$ cat config.mk
export PLATFORM = sky130hd
export DESIGN_NAME = field_statistics_reducer_core
export DESIGN_NICKNAME = d
export VERILOG_FILES = /design/src/rtl/frs_pkg.sv /design/src/rtl/frs_div.sv /design/src/rtl/frs_datapath.sv /design/src/rtl/frs_ctrl.sv /design/src/rtl/field_statistics_reducer_core.sv
export VERILOG_INCLUDE_DIRS = /design/src /design/src/rtl
export SDC_FILE = /design/constraint.sdc
export NUM_CORES = 1
export LEC_CHECK = 0
export ABC_CLOCK_PERIOD_IN_PS = 9150
export BUFFER_PORTS_ARGS = -buffer_cell sky130_fd_sc_hd__buf_4
export CAP_MARGIN = 20
export CORE_UTILIZATION = 25
export CTS_BUF_LIST = sky130_fd_sc_hd__clkbuf_4 sky130_fd_sc_hd__clkbuf_8
export CTS_CLUSTER_SIZE = 20
export DETAILED_ROUTE_END_ITERATION = 8
export MAX_ROUTING_LAYER = met4
export PLACE_DENSITY = 0.46
export SYNTH_ARGS = -nofsm -noshare
export SYNTH_HDL_FRONTEND = slang
export SYNTH_SLANG_ARGS = --single-unit
$ cat constraint.sdc
create_clock -name clk_i -period 9.15 [get_ports clk_i]
set_clock_uncertainty 0.15 [all_clocks]
set_input_delay 0 -clock clk_i [delete_from_list [all_inputs] [get_ports clk_i]]
set_output_delay 0 -clock clk_i [all_outputs]
set_load 0.01 [all_outputs]
$ cat src/rtl/field_statistics_reducer_core_assert.svh
// Assertion macros shared by the field statistics reducer modules.
`ifndef FIELD_STATISTICS_REDUCER_CORE_ASSERT_SVH
`define FIELD_STATISTICS_REDUCER_CORE_ASSERT_SVH

// Clocked check on clk_i, switched off while rst_ni is low.
`define FRS_ASSERT(label, prop, msg) \
  label: assert property (@(posedge clk_i) disable iff (!rst_ni) (prop)) else $error(msg);

// Clocked implication check on clk_i, switched off while rst_ni is low.
`define FRS_ASSERT_IMP(label, ante, cons, msg) \
  label: assert property (@(posedge clk_i) disable iff (!rst_ni) (ante) |=> (cons)) \
    else $error(msg);

`endif

$ cat src/rtl/frs_pkg.sv
// Package with the types and constants of the field statistics reducer.
package frs_pkg;

  localparam int unsigned SCORE_W   = 17;
  localparam int unsigned CODE_W    = 8;
  localparam int unsigned WALL_W    = 20;
  localparam int unsigned COUNT_W   = 21;
  localparam int unsigned BIN_W     = 3;
  localparam int unsigned NUM_BINS  = 6;
  localparam int unsigned SSUM_W    = 38;
  localparam int unsigned WSUM_W    = 41;
  localparam int unsigned DIV_W     = 41;
  localparam int unsigned DIV_CNT_W = 6;

  localparam logic [COUNT_W-1:0]   MAX_CELLS     = COUNT_W'(1048576);
  localparam logic [SCORE_W-1:0]   THRESH_RESET  = SCORE_W'(32768);
  localparam logic [BIN_W-1:0]     UNKNOWN_BIN   = BIN_W'(6);
  localparam logic [BIN_W-1:0]     LAST_KNOWN_BIN = BIN_W'(NUM_BINS - 1);
  localparam logic [DIV_CNT_W-1:0] DIV_LAST_STEP = DIV_CNT_W'(DIV_W - 1);

  typedef struct packed {
    logic [SCORE_W-1:0] cell_score;
    logic [CODE_W-1:0]  factor_code;
    logic [WALL_W-1:0]  wall_um;
    logic               last_cell;
  } cell_t;

  typedef struct packed {
    logic [BIN_W-1:0]   hist_code;
    logic [COUNT_W-1:0] hist_count;
    logic [COUNT_W-1:0] cell_total;
    logic [SCORE_W-1:0] score_low;
    logic [SCORE_W-1:0] score_high;
    logic [SCORE_W-1:0] score_avg;
    logic [WALL_W-1:0]  wall_low;
    logic [WALL_W-1:0]  wall_high;
    logic [WALL_W-1:0]  wall_avg;
    logic [COUNT_W-1:0] below_total;
    logic [BIN_W-1:0]   dominant_code;
    logic               last_result;
  } result_t;

  typedef struct packed {
    logic accept_cell;
    logic div_start;
    logic div_wall;
    logic store_score_avg;
    logic store_wall_avg;
    logic latch_dom;
    logic emit_next;
    logic clear_run;
  } ctrl_cmd_t;

  typedef struct packed {
    logic div_done;
    logic last_result;
  } dp_sts_t;

endpackage

$ cat src/rtl/frs_div.sv
// Restoring divider that produces one quotient bit per cycle.
`include "field_statistics_reducer_core_assert.svh"

module frs_div (
  input  logic                          clk_i,
  input  logic                          rst_ni,
  input  logic                          start_i,
  input  logic [frs_pkg::DIV_W-1:0]     dividend_i,
  input  logic [frs_pkg::COUNT_W-1:0]   divisor_i,
  output logic                          done_o,
  output logic [frs_pkg::DIV_W-1:0]     quotient_o
);
  import frs_pkg::*;

  logic                 busy_q, busy_d;
  logic                 done_q, done_d;
  logic [DIV_CNT_W-1:0] cnt_q, cnt_d;
  logic [COUNT_W-1:0]   rem_q, rem_d;
  logic [DIV_W-1:0]     quo_q, quo_d;
  logic [COUNT_W-1:0]   divisor_q, divisor_d;
  logic [COUNT_W:0]     shifted;
  logic [COUNT_W+1:0]   diff;

  assign shifted = {rem_q, quo_q[DIV_W-1]};
  assign diff    = {1'b0, shifted} - {2'b00, divisor_q};

  always_comb begin
    busy_d    = busy_q;
    done_d    = 1'b0;
    cnt_d     = cnt_q;
    rem_d     = rem_q;
    quo_d     = quo_q;
    divisor_d = divisor_q;
    if (start_i) begin
      busy_d    = 1'b1;
      cnt_d     = DIV_LAST_STEP;
      rem_d     = '0;
      quo_d     = dividend_i;
      divisor_d = divisor_i;
    end else if (busy_q) begin
      if (!diff[COUNT_W+1]) begin
        rem_d = diff[COUNT_W-1:0];
        quo_d = {quo_q[DIV_W-2:0], 1'b1};
      end else begin
        rem_d = shifted[COUNT_W-1:0];
        quo_d = {quo_q[DIV_W-2:0], 1'b0};
      end
      if (cnt_q == '0) begin
        busy_d = 1'b0;
        done_d = 1'b1;
      end else begin
        cnt_d = cnt_q - 1'b1;
      end
    end
  end

  always_ff @(posedge clk_i or negedge rst_ni) begin
    if (!rst_ni) begin
      busy_q <= 1'b0;
      done_q <= 1'b0;
      cnt_q  <= '0;
    end else begin
      busy_q <= busy_d;
      done_q <= done_d;
      cnt_q  <= cnt_d;
    end
  end

  always_ff @(posedge clk_i) begin
    rem_q     <= rem_d;
    quo_q     <= quo_d;
    divisor_q <= divisor_d;
  end

  assign done_o     = done_q;
  assign quotient_o = quo_q;

  `FRS_ASSERT_IMP(a_done_single_pulse, done_q, !done_q, "divider done held longer than a cycle")
  `FRS_ASSERT(a_done_not_busy, !(done_q && busy_q), "divider done while still busy")

endmodule

$ cat src/rtl/frs_datapath.sv
// Datapath: run accumulators, threshold register, histogram and result fields.
`include "field_statistics_reducer_core_assert.svh"

module frs_datapath (
  input  logic                        clk_i,
  input  logic                        rst_ni,
  input  frs_pkg::ctrl_cmd_t          cmd_i,
  output frs_pkg::dp_sts_t            sts_o,
  input  frs_pkg::cell_t              cell_i,
  input  logic                        cfg_write_i,
  input  logic [frs_pkg::SCORE_W-1:0] cfg_wdata_i,
  output frs_pkg::result_t            result_o
);
  import frs_pkg::*;

  logic [SCORE_W-1:0] thresh_q;
  logic [COUNT_W-1:0] cells_seen_q;
  logic [SCORE_W-1:0] min_score_q, max_score_q;
  logic [SSUM_W-1:0]  sum_score_q;
  logic [WALL_W-1:0]  min_wall_q, max_wall_q;
  logic [WSUM_W-1:0]  sum_wall_q;
  logic [COUNT_W-1:0] below_q;
  logic [COUNT_W-1:0] bins_q [NUM_BINS];
  logic [COUNT_W-1:0] unknown_q;
  logic [BIN_W-1:0]   bin_idx_q;
  logic [BIN_W-1:0]   dom_q, dom_d;
  logic [SCORE_W-1:0] score_avg_q;
  logic [WALL_W-1:0]  wall_avg_q;
  logic [COUNT_W-1:0] best_count;
  logic [COUNT_W-1:0] hist_count;
  logic               take;
  logic               first;
  logic               div_done;
  logic [DIV_W-1:0]   quotient;
  logic [DIV_W-1:0]   dividend;
  logic               last_result;

  assign take  = cmd_i.accept_cell && (cells_seen_q < MAX_CELLS);
  assign first = (cells_seen_q == '0);

  always_ff @(posedge clk_i or negedge rst_ni) begin
    if (!rst_ni) begin
      thresh_q <= THRESH_RESET;
    end else if (cfg_write_i) begin
      thresh_q <= cfg_wdata_i;
    end
  end

  always_ff @(posedge clk_i or negedge rst_ni) begin
    if (!rst_ni) begin
      cells_seen_q <= '0;
      min_score_q  <= '0;
      max_score_q  <= '0;
      sum_score_q  <= '0;
      min_wall_q   <= '0;
      max_wall_q   <= '0;
      sum_wall_q   <= '0;
      below_q      <= '0;
      unknown_q    <= '0;
      bin_idx_q    <= '0;
      for (int i = 0; i < NUM_BINS; i++) begin
        bins_q[i] <= '0;
      end
    end else if (cmd_i.clear_run) begin
      cells_seen_q <= '0;
      min_score_q  <= '0;
      max_score_q  <= '0;
      sum_score_q  <= '0;
      min_wall_q   <= '0;
      max_wall_q   <= '0;
      sum_wall_q   <= '0;
      below_q      <= '0;
      unknown_q    <= '0;
      bin_idx_q    <= '0;
      for (int i = 0; i < NUM_BINS; i++) begin
        bins_q[i] <= '0;
      end
    end else begin
      if (cmd_i.emit_next) begin
        bin_idx_q <= bin_idx_q + 1'b1;
      end
      if (take) begin
        if (first || (cell_i.cell_score < min_score_q)) min_score_q <= cell_i.cell_score;
        if (first || (cell_i.cell_score > max_score_q)) max_score_q <= cell_i.cell_score;
        if (first || (cell_i.wall_um < min_wall_q))     min_wall_q  <= cell_i.wall_um;
        if (first || (cell_i.wall_um > max_wall_q))     max_wall_q  <= cell_i.wall_um;
        sum_score_q  <= sum_score_q + SSUM_W'(cell_i.cell_score);
        sum_wall_q   <= sum_wall_q + WSUM_W'(cell_i.wall_um);
        cells_seen_q <= cells_seen_q + 1'b1;
        if (cell_i.cell_score < thresh_q) begin
          below_q <= below_q + 1'b1;
        end
        if (cell_i.factor_code >= CODE_W'(NUM_BINS)) begin
          unknown_q <= unknown_q + 1'b1;
        end
        for (int i = 0; i < NUM_BINS; i++) begin
          if (cell_i.factor_code == CODE_W'(i)) begin
            bins_q[i] <= bins_q[i] + 1'b1;
          end
        end
      end
    end
  end

  // Dominant factor over codes one to five; a strict compare keeps the lower code on ties.
  always_comb begin
    dom_d      = '0;
    best_count = '0;
    for (int i = 1; i < NUM_BINS; i++) begin
      if (bins_q[i] > best_count) begin
        dom_d      = BIN_W'(i);
        best_count = bins_q[i];
      end
    end
  end

  assign dividend = cmd_i.div_wall ? sum_wall_q : DIV_W'(sum_score_q);

  frs_div u_div (
    .clk_i      (clk_i),
    .rst_ni     (rst_ni),
    .start_i    (cmd_i.div_start),
    .dividend_i (dividend),
    .divisor_i  (cells_seen_q),
    .done_o     (div_done),
    .quotient_o (quotient)
  );

  always_ff @(posedge clk_i) begin
    if (cmd_i.latch_dom) begin
      dom_q <= dom_d;
    end
    if (cmd_i.store_score_avg) begin
      score_avg_q <= first ? '0 : quotient[SCORE_W-1:0];
    end
    if (cmd_i.store_wall_avg) begin
      wall_avg_q <= first ? '0 : quotient[WALL_W-1:0];
    end
  end

  always_comb begin
    case (bin_idx_q)
      3'd0:    hist_count = bins_q[0];
      3'd1:    hist_count = bins_q[1];
      3'd2:    hist_count = bins_q[2];
      3'd3:    hist_count = bins_q[3];
      3'd4:    hist_count = bins_q[4];
      3'd5:    hist_count = bins_q[5];
      default: hist_count = unknown_q;
    endcase
  end

  assign last_result = (bin_idx_q == UNKNOWN_BIN) ||
                       ((bin_idx_q == LAST_KNOWN_BIN) && (unknown_q == '0));

  assign sts_o.div_done    = div_done;
  assign sts_o.last_result = last_result;

  assign result_o.hist_code     = bin_idx_q;
  assign result_o.hist_count    = hist_count;
  assign result_o.cell_total    = cells_seen_q;
  assign result_o.score_low     = min_score_q;
  assign result_o.score_high    = max_score_q;
  assign result_o.score_avg     = score_avg_q;
  assign result_o.wall_low      = min_wall_q;
  assign result_o.wall_high     = max_wall_q;
  assign result_o.wall_avg      = wall_avg_q;
  assign result_o.below_total   = below_q;
  assign result_o.dominant_code = dom_q;
  assign result_o.last_result   = last_result;

  `FRS_ASSERT(a_cells_capped, cells_seen_q <= MAX_CELLS, "cell count passed capacity")
  `FRS_ASSERT(a_bin_idx_range, bin_idx_q <= UNKNOWN_BIN, "result bin index out of range")

endmodule

$ cat src/rtl/frs_ctrl.sv
// Controller state machine sequencing accumulation, division and result emission.
`include "field_statistics_reducer_core_assert.svh"

module frs_ctrl (
  input  logic               clk_i,
  input  logic               rst_ni,
  input  logic               in_valid_i,
  input  logic               in_last_i,
  output logic               in_ready_o,
  output logic               out_valid_o,
  input  logic               out_ready_i,
  input  frs_pkg::dp_sts_t   sts_i,
  output frs_pkg::ctrl_cmd_t cmd_o
);
  import frs_pkg::*;

  typedef enum logic [5:0] {
    ST_ACCUM   = 6'b000001,
    ST_SDIV_GO = 6'b000010,
    ST_SDIV    = 6'b000100,
    ST_WDIV_GO = 6'b001000,
    ST_WDIV    = 6'b010000,
    ST_EMIT    = 6'b100000
  } state_e;

  state_e state_q, state_d;
  logic   in_take;
  logic   out_take;

  assign in_take  = in_valid_i && (state_q == ST_ACCUM);
  assign out_take = out_ready_i && (state_q == ST_EMIT);

  always_comb begin
    state_d = state_q;
    unique case (state_q)
      ST_ACCUM:   if (in_take && in_last_i) state_d = ST_SDIV_GO;
      ST_SDIV_GO: state_d = ST_SDIV;
      ST_SDIV:    if (sts_i.div_done) state_d = ST_WDIV_GO;
      ST_WDIV_GO: state_d = ST_WDIV;
      ST_WDIV:    if (sts_i.div_done) state_d = ST_EMIT;
      ST_EMIT:    if (out_take && sts_i.last_result) state_d = ST_ACCUM;
      default:    state_d = ST_ACCUM;
    endcase
  end

  always_ff @(posedge clk_i or negedge rst_ni) begin
    if (!rst_ni) begin
      state_q <= ST_ACCUM;
    end else begin
      state_q <= state_d;
    end
  end

  assign in_ready_o  = (state_q == ST_ACCUM);
  assign out_valid_o = (state_q == ST_EMIT);

  always_comb begin
    cmd_o                 = '0;
    cmd_o.accept_cell     = in_take;
    cmd_o.div_start       = (state_q == ST_SDIV_GO) || (state_q == ST_WDIV_GO);
    cmd_o.div_wall        = (state_q == ST_WDIV_GO);
    cmd_o.latch_dom       = (state_q == ST_SDIV_GO);
    cmd_o.store_score_avg = (state_q == ST_SDIV) && sts_i.div_done;
    cmd_o.store_wall_avg  = (state_q == ST_WDIV) && sts_i.div_done;
    cmd_o.emit_next       = out_take && !sts_i.last_result;
    cmd_o.clear_run       = out_take && sts_i.last_result;
  end

  `FRS_ASSERT(a_done_in_div, !sts_i.div_done || (state_q == ST_SDIV) || (state_q == ST_WDIV), "divider finished outside a divide phase")
  `FRS_ASSERT_IMP(a_last_starts_div, in_take && in_last_i, state_q == ST_SDIV_GO, "final cell did not start the score division")

endmodule

$ cat src/rtl/field_statistics_reducer_core.sv
// Top level of the field statistics reducer: streaming min, max, mean and histogram.
//
// The block reduces the cells of one field into a run summary. While it is accumulating it
// takes one cell transaction per clock cycle: each cell updates the cell count, the minimum,
// maximum and sum of score and of wall thickness, the count of cells scoring strictly below the
// threshold register, and a histogram over factor codes 0 to 5 with a separate count for codes
// above 5. Cells that arrive once 1048576 cells are held are dropped, but their last-cell mark
// still closes the run. The cell marked last starts the closing phase, during which the input
// is not ready: the dominant factor is latched, then a shared restoring divider forms the floor
// of the score mean and then of the wall mean; each division is loaded in its own start state
// and its quotient is stored when the divider signals done. Six result transactions follow, one
// per histogram bin in code order, and a seventh for unrecognised codes when any were seen;
// each carries the whole summary and the last one is flagged. Results leave one per cycle while
// the output is ready. After the final result has been taken the accumulators clear and the
// next field may start. The threshold is written through the configuration channel, which is
// always ready; it should only be written while no field is in progress.
module field_statistics_reducer_core (
  input  logic                        clk_i,
  input  logic                        rst_ni,
  input  logic                        in_valid_i,
  output logic                        in_ready_o,
  input  frs_pkg::cell_t              in_data_i,
  output logic                        out_valid_o,
  input  logic                        out_ready_i,
  output frs_pkg::result_t            out_data_o,
  input  logic                        cfg_valid_i,
  output logic                        cfg_ready_o,
  input  logic [frs_pkg::SCORE_W-1:0] cfg_wdata_i
);
  import frs_pkg::*;

  ctrl_cmd_t cmd;
  dp_sts_t   sts;

  // The threshold register can be written in any cycle.
  assign cfg_ready_o = 1'b1;

  frs_ctrl u_ctrl (
    .clk_i       (clk_i),
    .rst_ni      (rst_ni),
    .in_valid_i  (in_valid_i),
    .in_last_i   (in_data_i.last_cell),
    .in_ready_o  (in_ready_o),
    .out_valid_o (out_valid_o),
    .out_ready_i (out_ready_i),
    .sts_i       (sts),
    .cmd_o       (cmd)
  );

  frs_datapath u_datapath (
    .clk_i       (clk_i),
    .rst_ni      (rst_ni),
    .cmd_i       (cmd),
    .sts_o       (sts),
    .cell_i      (in_data_i),
    .cfg_write_i (cfg_valid_i && cfg_ready_o),
    .cfg_wdata_i (cfg_wdata_i),
    .result_o    (out_data_o)
  );

endmodule

# Word level (Yosys, flattened, before mapping)
# Index checks and enable logic that the tools add are counted.
dict set report word_totals {
  regBits 499
  latchBits 0
  ram_bits 0
  romBits 0
  in_bits 68
  elab_cells 189
  n_memories 0
}
dict set report op_classes {
  n_addsub 14
  n_mul 0
  div 0
  magnitude_cmp 12
  eq_ne 22
  shifts 0
  n_mux 62
  bitwise 0
  n_reduce_logical 51
}
# op n
set ops {}
lappend ops {{21-bit two-way mux} 19}
lappend ops {{126-bit two-way mux} 2}
lappend ops {{41-bit two-way mux} 5}
lappend ops {{21-bit by 1-bit adder with 21-bit output (second input constant)} 9}
lappend ops {{21-bit one-hot mux with 6 select lines} 1}
lappend ops {{20-bit two-way mux} 6}
lappend ops {{17-bit two-way mux} 6}
lappend ops {{21-bit > comparator} 4}
lappend ops {{38-bit two-way mux} 2}
lappend ops {{21-bit zero test} 2}
lappend ops {{6-bit two-way mux} 7}
lappend ops {{41-bit by 20-bit adder with 41-bit output} 1}
lappend ops {{38-bit by 17-bit adder with 38-bit output} 1}
lappend ops {{6-bit one-hot mux with 6 select lines} 1}
lappend ops {{17-bit < comparator} 2}
lappend ops {{2-bit nonzero test} 15}
lappend ops {{2-bit AND reduction} 13}
lappend ops {{22-bit by 21-bit subtractor with 23-bit output} 1}
lappend ops {{21-bit by 1-bit > comparator with 1-bit output (second input constant)} 1}
lappend ops {{21-bit < comparator (second input constant)} 1}
lappend ops {{20-bit > comparator} 1}
lappend ops {{20-bit < comparator} 1}
lappend ops {{17-bit > comparator} 1}
lappend ops {{8-bit by 2-bit == test with 1-bit output (second input constant)} 2}
lappend ops {{other kinds (27)} 57}

# Depth between registers and ports, before layout
# Gate-level depths: netlist (run 1).
dict set report depth {
  word_depth 10
  mapped_depth 49
}

# Cells and area by module
# A second synthesis (run 1) with hierarchy kept.
dict set report unflattened {
  cells_unflattened 3323
  area_unflattened_um2 31087.3
}
# module n_inst cells_each area_each_um2 seq_area_each_um2
set by_module_without_submodules {}
lappend by_module_without_submodules {frs_datapath 1 2856 25812.3 10261.1}
lappend by_module_without_submodules {frs_div 1 411 4799.6 2482.4}
lappend by_module_without_submodules {frs_ctrl 1 54 464.2 151.4}
lappend by_module_without_submodules {field_statistics_reducer_core 1 2 11.3 0.0}

# Worst setup path after synthesis (run 1)
# OpenSTA, ideal clock, no wires.
dict set report synth_path {
  path_kind {reg2reg}
  startpoint {register u_datapath.bins_q[84] in the netlist's numbering}
  endpoint {register u_datapath.dom_q[0] (data pin)}
  arrival_ns 8.644
  setup_slack_ns 0.094
  stages_incl_launch_ff 49
  period_less_slack_ns 9.056
  cell_sequence {dfrtp_1 inv_1 ha_1 nor4b_1 and3_1 nand3_1 nand2_1 ha_1 nor2b_1 o21a_1 o21bai_1 a21oi_1 a211oi_1 nor2_1 buf_2 nor2_1 a21oi_1 ha_1 [... 13 more ...] nand3_1 or3_1 or2_2 o211ai_1 o31a_1 clkbuf_1 buf_2 a22oi_1 ha_1 a21o_1 a21o_1 a21o_1 a211oi_1 o21bai_1 a211o_1 a221oi_1 a21oi_1 or2_2}
}
dict set report synth_between {
  elab_chain_len 9
  elab_cells_between_ends 13
  cone_classes {5 x order compare; 8 x mux}
}
# item line
set synth_lines {}
lappend synth_lines {{start: declaration} frs_datapath.sv:23} ;# logic [COUNT_W-1:0] bins_q [NUM_BINS];
lappend synth_lines {{start signal: indexed assignment} frs_datapath.sv:98} ;# bins_q[i] <= bins_q[i] + 1'b1;
lappend synth_lines {{21-bit by 1-bit > comparator with 1-bit output} frs_datapath.sv:110} ;# if (bins_q[i] > best_count) begin
lappend synth_lines {{21-bit two-way mux} frs_datapath.sv:110}
lappend synth_lines {{21-bit > comparator} frs_datapath.sv:110}
lappend synth_lines {{21-bit two-way mux} frs_datapath.sv:110}
lappend synth_lines {{21-bit > comparator} frs_datapath.sv:110}
lappend synth_lines {{21-bit two-way mux} frs_datapath.sv:110}
lappend synth_lines {{21-bit > comparator} frs_datapath.sv:110}
lappend synth_lines {{21-bit two-way mux} frs_datapath.sv:110}
lappend synth_lines {{21-bit > comparator} frs_datapath.sv:110}
lappend synth_lines {{end signal: assignment} frs_datapath.sv:131} ;# dom_q <= dom_d;
lappend synth_lines {{end: declaration} frs_datapath.sv:26} ;# logic [BIN_W-1:0] dom_q, dom_d;
# Several ways; a longest one is shown, not always the timed one.
# A chain may end at the register's enable or synchronous reset.

# Final worst setup path (run 1)
# Same ends and word-level chain as after synthesis.

==> results of run 1 <==
worst min-delay path by stage:
stage                                            endpoint  slack, ns  depth (start not counted)
floorplan                   u_ctrl.state_q[1]$_DFFE_PN0P_      -0.45                          0
finish                u_datapath.bin_idx_q[2]$_DFFE_PN0P_       0.05                          5
detailed placement  u_datapath.max_score_q[1]$_DFFE_PN0P_      -0.12                          1
global placement    u_datapath.max_score_q[1]$_DFFE_PN0P_      -0.12                          1
global route         u_datapath.sum_wall_q[4]$_DFFE_PN0P_       0.11                          5
CTS                   u_datapath.bin_idx_q[2]$_DFFE_PN0P_     0.0006                          5
through the flow:
step	hold slack [ns]	worst slack (ns)
after floorplan	-0.446	0.0936
after global placement	-0.123	-0.317
after detailed placement	-0.118	-0.154
after CTS	0.000648	0.0460
after global routing	0.111	-0.0146
final	0.0527	0.368
timing repair:
| action | 4_1_cts | 5_1_grt |
|---|---|---|
| setup endpoints to repair | 3 | 3 |
| hold endpoints to repair | 435 | 0 |
| hold buffers | 171 | 0 |
| gates cloned | 0 | 6 |
| pin swaps | 1 | 21 |
| gates resized for setup | 4 | 52 |
| setup buffers | 0 | 18 |
kinds of logic (layout without fill, tap and decap cells):
kind of cell             after synthesis  count (layout)  share of synthesized area (%)
multiplexers                         108             108                           3.68
adder cells (fa/ha/maj)              252             252                           10.3
other                                  1               5                         0.0122
flip-flops                           499             499                           41.9
XOR/XNOR                             226             226                           6.43
AO/OA/AOI/OAI                        676             676                           14.5
buffers and inverters                329             925                           4.33
AND/OR/NAND/NOR                     1205            1206                           18.9
sequential cells by signal, indices dropped and copies added (netlist names), 17 cells and up:
signal                       count
u_datapath.unknown_q            21
u_datapath.max_wall_q           20
u_datapath.cells_seen_q         21
u_datapath.wall_avg_q           20
u_datapath.u_div.divisor_q      21
u_datapath.thresh_q             17
u_datapath.u_div.rem_q          21
u_datapath.max_score_q          17
u_datapath.below_q              21
u_datapath.sum_score_q          38
u_datapath.bins_q              126
u_datapath.score_avg_q          17
u_datapath.min_score_q          17
u_datapath.sum_wall_q           41
u_datapath.min_wall_q           20
u_datapath.u_div.quotient_o     41
cell usage in the layout (no fill, tap or decap), types with 55 or more instances in the layout:
cell type	synthesis	final
dfrtp_1	374	373
nand2_1	267	259
ha_1	249	247
xor2_1	105	105
xnor2_1	121	121
nand4_1	75	75
dlygate4sd3_1	0	170
buf_4	3	362
o22ai_1	56	55
clkbuf_8	0	125
a21o_1	70	70
nor2_1	400	394
and3_1	68	67
o21ai_0	176	170
inv_1	189	188
mux2i_1	67	66
a21oi_1	146	141
nand3_1	109	107
edfxtp_1	102	102
cell type report:
type                            instances  area, sq um  area share, %
Timing Repair Buffer                  547         4700           11.9
Tap cell                             1625         2030           5.16
Clock inverter                         39          380          0.965
Multi-Input combinational cell       2469        16800           42.6
Sequential cell                       499        12900           32.7
Inverter                              190          713           1.81
Antenna cell                            4         10.0         0.0254
Clock buffer                          149         1900           4.82
power groups by stage:
stage               combinational [mW]  sequential (mW)  clock [mW]
global route                      3.82             3.38        2.82
CTS                               3.43             3.31        2.72
detailed placement                3.32             3.34           0
finish                            3.40             3.31        2.61
global placement                  3.30             3.34           0
floorplan                         2.20             3.27           0
tightest hold or removal path, stage by stage:
cell and delay, ns:
dlygate4sd3_1 0.55, buf_4 0.14, nand2_1 0.06, or3_1 0.09, o21ai_0 0.06
per-layer routing:
metal	vias to the layer above	part of all wire [%]
li1	12800	-
met1	12900	47
met2	610	45
met3	160	5.2
met4	0	2.4
met5	-	0
==> results.tsv, run 1 <==
stage	metric	value	unit
sta	final count of pins violating max slew	0	
routing	Detailed Route WL	106000	um
pwr	leak pwr	18.5	nW
synth	Top FF cell, synth	dfrtp_1	
sta	final period utilization	96.0	%
sta	setup_tns	0	ns
floorplanning	chip height	353	um
place	RePlAce Congestion	0.923	
setup_path	slowest stage cell, crit path	dfrtp_1	
sta	f_max	114	MHz
sta	Setup-failing EPs final	0	
global_routing	M2 GR Usage	26.0	%
setup_path	Critical Path Max Stage Delay	0.38	ns
sta	Max-Slew Margin vs Limit	32.2	%
clocking	clk sinks	499	
final_layout	share of layout cells above drive strength 1	18.1	%
global_routing	GRT Max-Usage Layer	met2	
final_layout	post-route cell area	0.0394	sq mm
clocking	Skew-Pair Late Insertion Delay	0.81	ns
pwr	Pwr Total	9.33	mW
synth	FF+latch count, synth	499	
setup_path	Setup crit end	u_datapath.dom_q[0]$_SDFFCE_PN1P_	
synth	Yosys top cell area share	30.4	%
synth	most frequent cell after synthesis	nor2_1	
min_path	hold path startpoint	out_ready_i	
setup_path	worst-path fanout max	6	
floorplanning	core area	0.122	sq mm
sta	min Tclk post-route	8.78	ns
clocking	Clock Pin Slew Worst Setup and Hold Paths	0.06	ns
run	Max-Cap Viols	0	
pwr	switch share	37.0	%
setup_path	CP arrival	9.13	ns
clocking	CTS max path bufs	3	
final_layout	Filler Cells Inserted	12800	
floorplanning	initial core utilization	25.2	%
global_routing	largest net degree at the start of global routing	146	
floorplanning	Ports	252	
setup_path	crit-path leading delay family	compound AO/OA/AOI/OAI gates	
final_layout	Finished Layout Cells	5522	
pwr	combinational power share	36.5	%
routing	final antenna-violating net count	0	
global_routing	first-pass GRT wire length	162000	um
global_routing	met3 usage	2.79	%
global_routing	GR Util All Layers	17.2	%
routing	# DRC	0	
final_layout	Final Util	32.3	%
routing	1st-iter DRT viols	1715	
clocking	htree depth	3	
synth	Mean Syn Cell Area	9.34	sq um
floorplanning	die area	0.125	sq mm
setup_path	CP Depth	45	
synth	EDFF count, synth	102	
setup_path	Setup crit end kind	flop	
synth	FFs w/ async S/R, synth	75.4	%
setup_path	FF-to-FF setup slack	0.37	ns
place	post-DP HPWL	73900	um
setup_path	Critical path origin	u_datapath.bins_q[84]$_DFFE_PN0P_	
place	Post-Place Cells	5135	
pwr	Max rail drop VDD	0.000119	V
pwr	sequential share of power	35.5	%
synth	area leader, netlist	dfrtp_1	
synth	post-synthesis cell area	0.0308	sq mm
routing	drt via density	4.80	
setup_path	WP data required	9.49	ns
clocking	root buf cell	clkbuf_8	
setup_path	FF-to-FF path depth	45	
synth	Post-Syn Instances	3296	
setup_path	Buf/Inv on CP	5	
synth	post-synth cell types	87	
floorplanning	Rows	128	
synth	Syn. warnings	0	
floorplanning	die width	353	um
setup_path	reg-to-reg endpoint	u_datapath.dom_q[0]$_SDFFCE_PN1P_	
global_routing	gr ovfl total	0	
place	# port buffers	250	
pwr	Switch Pwr	3.45	mW
clocking	Num CTS Buffers	101	
final_layout	Layout Nets	4128	
global_routing	initial antenna violation count	4	
min_path	worst min-delay path category	in -> reg	
synth	sequential share of the synthesized area	41.9	%
sta	Hold Vio Cnt, Final	0	
final_layout	Layout area overhead	28.1	%
pwr	Pint	5.88	mW
setup_path	Reg2Reg Launch Point	u_datapath.bins_q[84]$_DFFE_PN0P_	
setup_path	WS Path Type	reg -> reg	
routing	vias	26500	
synth	Synth top cells by count	nor2_1 (400), dfrtp_1 (374), nand2_1 (267)	
global_routing	vias in the first global route	25900	
sta	worst slew pin tran	1.01	ns
global_routing	met1 Resource Use GR	23.4	%
clocking	CTS tree	done	
synth	Synth area leaders	dfrtp_1 (30%), ha_1 (10%), edfxtp_1 (10%)	
place	Area after DPL	0.0350	sq mm
routing	First-pass DRT Iterations	8	
setup_path	startpoint types	flop	
pwr	power per cell area	237	mW/mm^2
pwr	clock share of power	28.0	%
routing	per-cell routed wire length	19.3	um
synth	Net Count, Synth	3616	
outcome	status	complete, no violations	
(Power assumes the default switching activity.)
==> run 2: changes to the inputs <==
- CORE_ASPECT_RATIO: unset -> 1.2
- SYNTH_HIERARCHICAL: unset -> 1
==> run 2 against run 1 <==
Compared with the run above:
- sequential cell count is the same
- combinational power is 8.2% higher
- via count fell by 0.40%
- largest cell class unchanged
- final area shrank 2.2%
- power up 1.2%
- setup slack improved by 0.36 ns
- die area grew 0.99%
- global-route usage is 0.063 points higher
- fmax rose by 4.2%
- highest routed layer unchanged
- clock-buffer cell count fell by 2
- cell count is 1.1% lower
==> results.tsv, run 2 <==
stage	metric	value	unit	change
setup_path	Critical Path Max Stage Delay	0.44	ns	+0.06 ns
final_layout	commonest non-fill, non-tap cell in the layout	dfrtp_1		
min_path	worst min-delay path category	in -> reg		
final_layout	Largest Register	u_datapath/bins_q		
place	# port buffers	250		unchanged
sta	worst slew pin tran	1.12	ns	+0.105 ns
final_layout	area of the multi-input gates	0.0168	sq mm	+0.28%
setup_path	Setup crit end kind	flop		
synth	Post-Syn Instances	3323		+0.82%
sta	final count of pins violating max slew	0		unchanged
final_layout	share of layout cells above drive strength 1	16.8	%	-1.2 points
synth	Synth area leaders	dfrtp_1 (30%), ha_1 (10%), edfxtp_1 (9.9%)		
clocking	Clock Pin Slew Worst Setup and Hold Paths	0.06	ns	about the same
global_routing	initial antenna violation count	6		+2
pwr	leak pwr	17.1	nW	-7.2%
floorplanning	die area	0.126	sq mm	+0.99%
final_layout	Layout area overhead	24.0	%	
synth	Synth top cells by count	dfrtp_1 (374), nand2_1 (346), nor2_1 (342)		
clocking	CTS tree	done		
synth	post-synth cell types	95		+9.2%
clocking	Skew-Pair Late Insertion Delay	0.80	ns	about the same
final_layout	max FFs per register	126		unchanged
sta	Max-Slew Margin vs Limit	24.9	%	-7.3 points
clocking	root buf cell	clkbuf_8		
outcome	status	complete, no violations		
setup_path	Critical path origin	u_datapath/bins_q[84]$_DFFE_PN0P_		
floorplanning	chip height	388	um	+10%
synth	FF+latch count, synth	499		unchanged
clocking	CTS max path bufs	3		unchanged
routing	# DRC	0		unchanged
place	RePlAce Congestion	0.879		-4.7%
synth	most frequent cell after synthesis	dfrtp_1		
floorplanning	core area	0.123	sq mm	+0.90%
sta	WHS	0.0828	ns	+0.0301 ns
sta	final period utilization	92.1	%	-3.9 points
final_layout	register area	0.0129	sq mm	about the same
synth	Yosys top cell area share	30.1	%	-0.30 points
run	Max-Cap Viols	0		unchanged
sta	setup_tns	0	ns	unchanged
routing	First-pass DRT Iterations	7		-1
sta	min Tclk post-route	8.42	ns	-0.357 ns
setup_path	slowest stage cell, crit path	dfrtp_1		
final_layout	Layout Nets	4055		-1.8%
sta	Hold Vio Cnt, Final	0		unchanged
floorplanning	die width	324	um	-8.2%
setup_path	startpoint types	flop		
final_layout	post-route cell area	0.0386	sq mm	-2.2%
sta	RSZ-0062 raised after global routing	false		
pwr	Max rail drop VDD	0.000148	V	+25%
routing	drt via density	4.83		+0.66%
clocking	clk sinks	499		unchanged
routing	per-cell routed wire length	19.5	um	+1.3%
global_routing	first-pass GRT wire length	163000	um	+0.66%
floorplanning	initial core utilization	25.2	%	about the same
global_routing	GR Util All Layers	17.3	%	+0.063 points
global_routing	vias in the first global route	26400		+1.9%
clocking	Num CTS Buffers	95		-5.9%
routing	Detailed Route WL	107000	um	+0.26%
routing	final antenna-violating net count	0		unchanged
synth	Mean Syn Cell Area	9.36	sq um	+0.17%
synth	Syn. warnings	6		+6
setup_path	WP data required	9.54	ns	+0.05 ns
place	post-DP HPWL	74600	um	+0.86%
synth	Net Count, Synth	3643		+0.75%
synth	sequential share of the synthesized area	41.5	%	-0.41 points
synth	post-synthesis cell area	0.0311	sq mm	+0.99%
pwr	power per cell area	245	mW/mm^2	+3.5%
sta	f_max	119	MHz	+4.2%
setup_path	Reg2Reg Launch Point	u_datapath/bins_q[84]$_DFFE_PN0P_		
place	Area after DPL	0.0348	sq mm	-0.48%
global_routing	largest net degree at the start of global routing	140		-4.1%
sta	Setup-failing EPs final	0		unchanged
synth	area leader, netlist	dfrtp_1		
final_layout	Filler Cells Inserted	13100		+2.2%
final_layout	commonest cells after routing, fill and taps aside	dfrtp_1 (374), nand2_1 (346), nor2_1 (339)		
min_path	hold path startpoint	in_data_i[29]		
synth	Top FF cell, synth	dfrtp_1		
global_routing	gr ovfl total	0		unchanged
clocking	htree depth	3		unchanged
synth	FFs w/ async S/R, synth	75.4	%	unchanged
synth	EDFF count, synth	102		unchanged
setup_path	CP arrival	8.82	ns	-0.31 ns
floorplanning	Ports	252		unchanged
pwr	Pwr Total	9.44	mW	+1.2%
routing	vias	26400		-0.40%
setup_path	WS Path Type	reg -> reg		
setup_path	worst-path fanout max	33		+27
routing	1st-iter DRT viols	1568		-8.6%
floorplanning	Rows	141		+10%
==> run 2: cell types whose count changed after synthesis, moves of 19 or more <==
cell      change
clkbuf_1     +27
nor2_1       -58
mux2_2       +52
a221o_1      -23
nor3_1       -19
nand2_1      +79
o22ai_1      -54
a21oi_1      +42
buf_2        -33
a21o_1       -20
and3_1       -29
a31o_2       +20
inv_1        +28
==> run 2: final timing paths <==
| kind | to | slack (ns) | depth (start not counted) |
|---|---|---|---|
| setup / recovery | u_datapath/dom_q[0]$_SDFFCE_PN1P_ | 0.73 | 39 |
| hold / removal | u_datapath/sum_score_q[0]$_DFFE_PN0P_ | 0.08 | 5 |
| setup reg to reg | u_datapath/dom_q[0]$_SDFFCE_PN1P_ | 0.73 | 39 |
| hold reg to reg | u_datapath/u_div/rem_q[19]$_SDFFE_PP0P_ | 0.34 | 2 |
| max in group asynchronous | u_datapath/sum_score_q[14]$_DFFE_PN0P_ | 6.99 | 5 |
| min in group asynchronous | u_datapath/sum_score_q[18]$_DFFE_PN0P_ | 0.23 | 4 |
==> run 2: cells by family after synthesis <==
| family | Yosys count | share of synthesized area, % |
|---|---|---|
| simple gates | 1140 | 17.4 |
| compound gates | 685 | 14.5 |
| flops | 499 | 41.5 |
| buf+inv | 362 | 4.65 |
| fa+ha+maj | 252 | 10.2 |
| xor+xnor | 233 | 6.56 |
| mux | 151 | 5.24 |
| other cells | 1 | 0.0121 |
==> run 2: per-stage QoR <==
stage          utilization [%]  setup WS (ns)  cells
3_3_place_gp              28.3          0.467   5115
6_report                  31.3          0.725   5464
4_1_cts                   31.3          0.377   5454
5_1_grt                   31.3         0.0155   5460
2_1_floorplan                -          0.860   3323
3_5_place_dp              28.3          0.385   5115
==> run 2: critical path, delay by kind of cell (launching register included) <==
family,cells,cell delay [ns]
and+or+nand+nor,4,0.58
DFF,1,0.44
buffers and inverters,4,0.78
AOI/OAI and AO/OA,25,4.51
muxes,1,0.36
adders and majority gates,5,1.33
==> run 2: layout make-up <==
type / count / area share (%)
multi-input cells: 2462 / 43.7
flip-flops and latches: 499 / 33.4
repair buffers: 458 / 10.1
well taps: 1644 / 5.33
clock buffers: 147 / 4.60
inverters: 219 / 2.13
clock inverters: 26 / 0.652
diodes: 9 / 0.0584
==> run 2: repair_timing <==
item	4_1_cts	5_1_grt
setup endpoints to repair	0	3
buffers inserted	0	1
gates resized for setup	0	9
hold buffers	166	0
endpoints found under the hold margin	428	0
==> run 2: metal layers <==
metal  GRT usage [%]  part of all wire [%]  vias to the layer above
met5               -                     0                        -
met4            6.16                   3.0                        0
met3            3.19                   5.8                      181
met2            27.6                    47                      666
met1            21.7                    44                    12900
li1                -                     -                    12700
==> run 2: where the power goes <==
group	switching (mW)	internal [mW]
logic	2.05	1.63
clock network	1.08	1.35
registers	0.480	2.86
==> run 3: changes to the inputs <==
- BUFFER_PORTS_ARGS: -buffer_cell sky130_fd_sc_hd__buf_4 -> -buffer_cell sky130_fd_sc_hd__clkbuf_2
- REMOVE_ABC_BUFFERS: unset -> 1
==> run 3 against run 2 <==
Compared with the run above:
- first-iteration DRC count increased by 12%
- clock-buffer cell count increased by 3
- final area shrank 1.3%
- critical path type unchanged
- largest cell class unchanged
- highest routed layer unchanged
==> results.tsv, run 3 (synthesis results as in run 2) <==
stage	metric	value	unit	change
run	Max-Cap Viols	0		unchanged
global_routing	first-pass GRT wire length	163000	um	-0.14%
setup_path	worst-path fanout max	41		+24%
floorplanning	core area	0.123	sq mm	unchanged
final_layout	area of the multi-input gates	0.0169	sq mm	about the same
floorplanning	Ports	252		unchanged
place	RePlAce Congestion	0.907		+3.2%
setup_path	Setup crit end	u_datapath/dom_q[0]$_SDFFCE_PN1P_		
routing	drt via density	4.84		+0.15%
routing	final antenna-violating net count	0		unchanged
sta	Hold Vio Cnt, Final	0		unchanged
min_path	hold path startpoint	in_data_i[44]		
sta	Setup-failing EPs final	0		unchanged
place	# port buffers	250		unchanged
setup_path	Setup crit end kind	flop		
outcome	status	complete, no violations		
setup_path	WS Path Type	reg -> reg		
floorplanning	die width	324	um	unchanged
clocking	Clock Pin Slew Worst Setup and Hold Paths	0.06	ns	about the same
setup_path	WP data required	9.54	ns	about the same
floorplanning	die area	0.126	sq mm	unchanged
pwr	Max rail drop VDD	0.000120	V	-19%
routing	vias	26400		+0.22%
setup_path	slowest stage cell, crit path	dfrtp_1		
floorplanning	initial core utilization	25.2	%	unchanged
final_layout	commonest non-fill, non-tap cell in the layout	dfrtp_1		
sta	final count of pins violating max slew	0		unchanged
floorplanning	Rows	141		unchanged
routing	per-cell routed wire length	19.5	um	-0.26%
pwr	clock share of power	26.2	%	+0.5 points
setup_path	FF-to-FF path depth	38		-2.6%
routing	1st-iter DRT viols	1749		+12%
final_layout	Filler Cells Inserted	13100		+0.11%
setup_path	Critical path origin	u_datapath/bins_q[84]$_DFFE_PN0P_		
routing	Detailed Route WL	106000	um	-0.18%
global_routing	largest net degree at the start of global routing	139		-0.71%
final_layout	Largest Register	u_datapath/bins_q		
sta	worst slew pin tran	1.19	ns	+0.0711 ns
floorplanning	chip height	388	um	unchanged
pwr	Switch Pwr	3.61	mW	about the same
final_layout	Layout Nets	4059		+0.099%
routing	First-pass DRT Iterations	7		unchanged
final_layout	share of layout cells above drive strength 1	16.9	%	+0.057 points
place	pre-CTS setup slack	0.259	ns	-0.126 ns
routing	# DRC	0		unchanged
sta	min Tclk post-route	8.69	ns	+0.261 ns
final_layout	register area	0.0129	sq mm	unchanged
pwr	switch share	38.6	%	+0.35 points
sta	setup_tns	0	ns	unchanged
pwr	leak pwr	17.0	nW	-0.61%
setup_path	FF-to-FF setup slack	0.46	ns	-0.26 ns
pwr	sequential share of power	35.6	%	+0.3 points
clocking	CTS max path bufs	3		unchanged
min_path	worst min-delay path category	in -> reg		
place	Area after DPL	0.0343	sq mm	-1.4%
setup_path	startpoint types	flop		
final_layout	Final Util	30.9	%	-0.40 points
final_layout	commonest cells after routing, fill and taps aside	dfrtp_1 (374), nand2_1 (346), nor2_1 (339)		
global_routing	gr ovfl total	0		unchanged
sta	RSZ-0062 raised after global routing	false		
global_routing	vias in the first global route	26800		+1.5%
setup_path	Reg2Reg Launch Point	u_datapath/bins_q[84]$_DFFE_PN0P_		
global_routing	GR Util All Layers	17.3	%	-0.018 points
final_layout	Layout area overhead	22.4	%	
final_layout	post-route cell area	0.0381	sq mm	-1.3%
sta	Max-Slew Margin vs Limit	20.2	%	-4.8 points
place	post-DP HPWL	76400	um	+2.4%
place	Post-Place Cells	5122		+0.14%
clocking	htree depth	3		unchanged
setup_path	reg-to-reg endpoint	u_datapath/dom_q[0]$_SDFFCE_PN1P_		
sta	f_max	115	MHz	-3.0%
clocking	clk sinks	499		unchanged
sta	final worst slack	0.464	ns	-0.261 ns
final_layout	max FFs per register	126		unchanged
clocking	root buf cell	clkbuf_8		
setup_path	Critical Path Max Stage Delay	0.45	ns	about the same
clocking	Skew-Pair Late Insertion Delay	0.80	ns	about the same
setup_path	CP arrival	9.08	ns	+0.26 ns
global_routing	initial antenna violation count	9		+3
final_layout	Finished Layout Cells	5468		+0.073%
clocking	Num CTS Buffers	96		+1.1%
pwr	combinational power share	38.2	%	-0.8 points
sta	final period utilization	94.9	%	+2.9 points
clocking	CTS tree	done		
pwr	power per cell area	246	mW/mm^2	+0.41%
pwr	Pint	5.75	mW	-1.5%
==> run 3: critical path: cells and delay by family (launching register included) <==
| kind | cells | cell delay (ns) |
|---|---|---|
| AOI/OAI and AO/OA | 23 | 4.69 |
| adders and majority gates | 5 | 1.20 |
| buffers and inverters | 5 | 0.74 |
| DFF | 1 | 0.45 |
| muxes | 2 | 0.73 |
| and+or+nand+nor | 3 | 0.49 |
==> run 3: area by class of cell <==
type                       count  area share (%)
clock inverter                25           0.628
inverter                     219            2.16
sequential                   499            33.9
antenna                        8          0.0526
timing repair buffer         460            8.73
clock buffer                 150            4.86
tap                         1644            5.40
multi-input combinational   2463            44.3
==> run 3: per-layer routing <==
layer  up-vias  routed length, um  part of all wire [%]  GRT usage, %
li1      12700                  -                     -             -
met1     12800              45300                    43          20.7
met2       722              49900                    47          27.6
met3       203               7090                   6.7          4.13
met4         0               4250                   4.0          7.18
met5         -                  0                     0             -
==> run 3: power groups by stage <==
stage               clock network, mW  logic (mW)  registers (mW)
finish                           2.45        3.58            3.33
global route                     2.64        4.00            3.40
CTS                              2.55        3.61            3.34
detailed placement                  0        3.52            3.38
global placement                    0        3.50            3.37
floorplan                           0        2.34            3.28
==> run 3: how the worst min path moves through the flow <==
stage                     slack (ns)  cells past startpoint                                endpoint
after CTS                     0.0002                      5     u_datapath/bin_idx_q[2]$_DFFE_PN0P_
after floorplan                -0.45                      0           u_ctrl/state_q[1]$_DFFE_PN0P_
after detailed placement       -0.06                      1      u_datapath/bins_q[110]$_DFFE_PN0P_
final                           0.09                      4  u_datapath/min_score_q[15]$_DFFE_PN0P_
after global placement         -0.06                      1     u_datapath/unknown_q[3]$_DFFE_PN0P_
after global routing            0.07                      4   u_datapath/min_score_q[9]$_DFFE_PN0P_
==> run 3: what timing repair did <==
action | in CTS | in global routing
gates resized for setup | 0 | 6
hold endpoints to repair | 582 | 0
setup endpoints to repair | 0 | 3
hold buffers | 162 | 0
setup buffers | 0 | 0
==> run 3: per-stage QoR <==
step | hold slack (ns) | power, mW
global placement | -0.0572 | 6.87
finish | 0.0907 | 9.36
global route | 0.0679 | 10.0
detailed placement | -0.0608 | 6.90
CTS | 0.000242 | 9.50
floorplan | -0.446 | 5.62
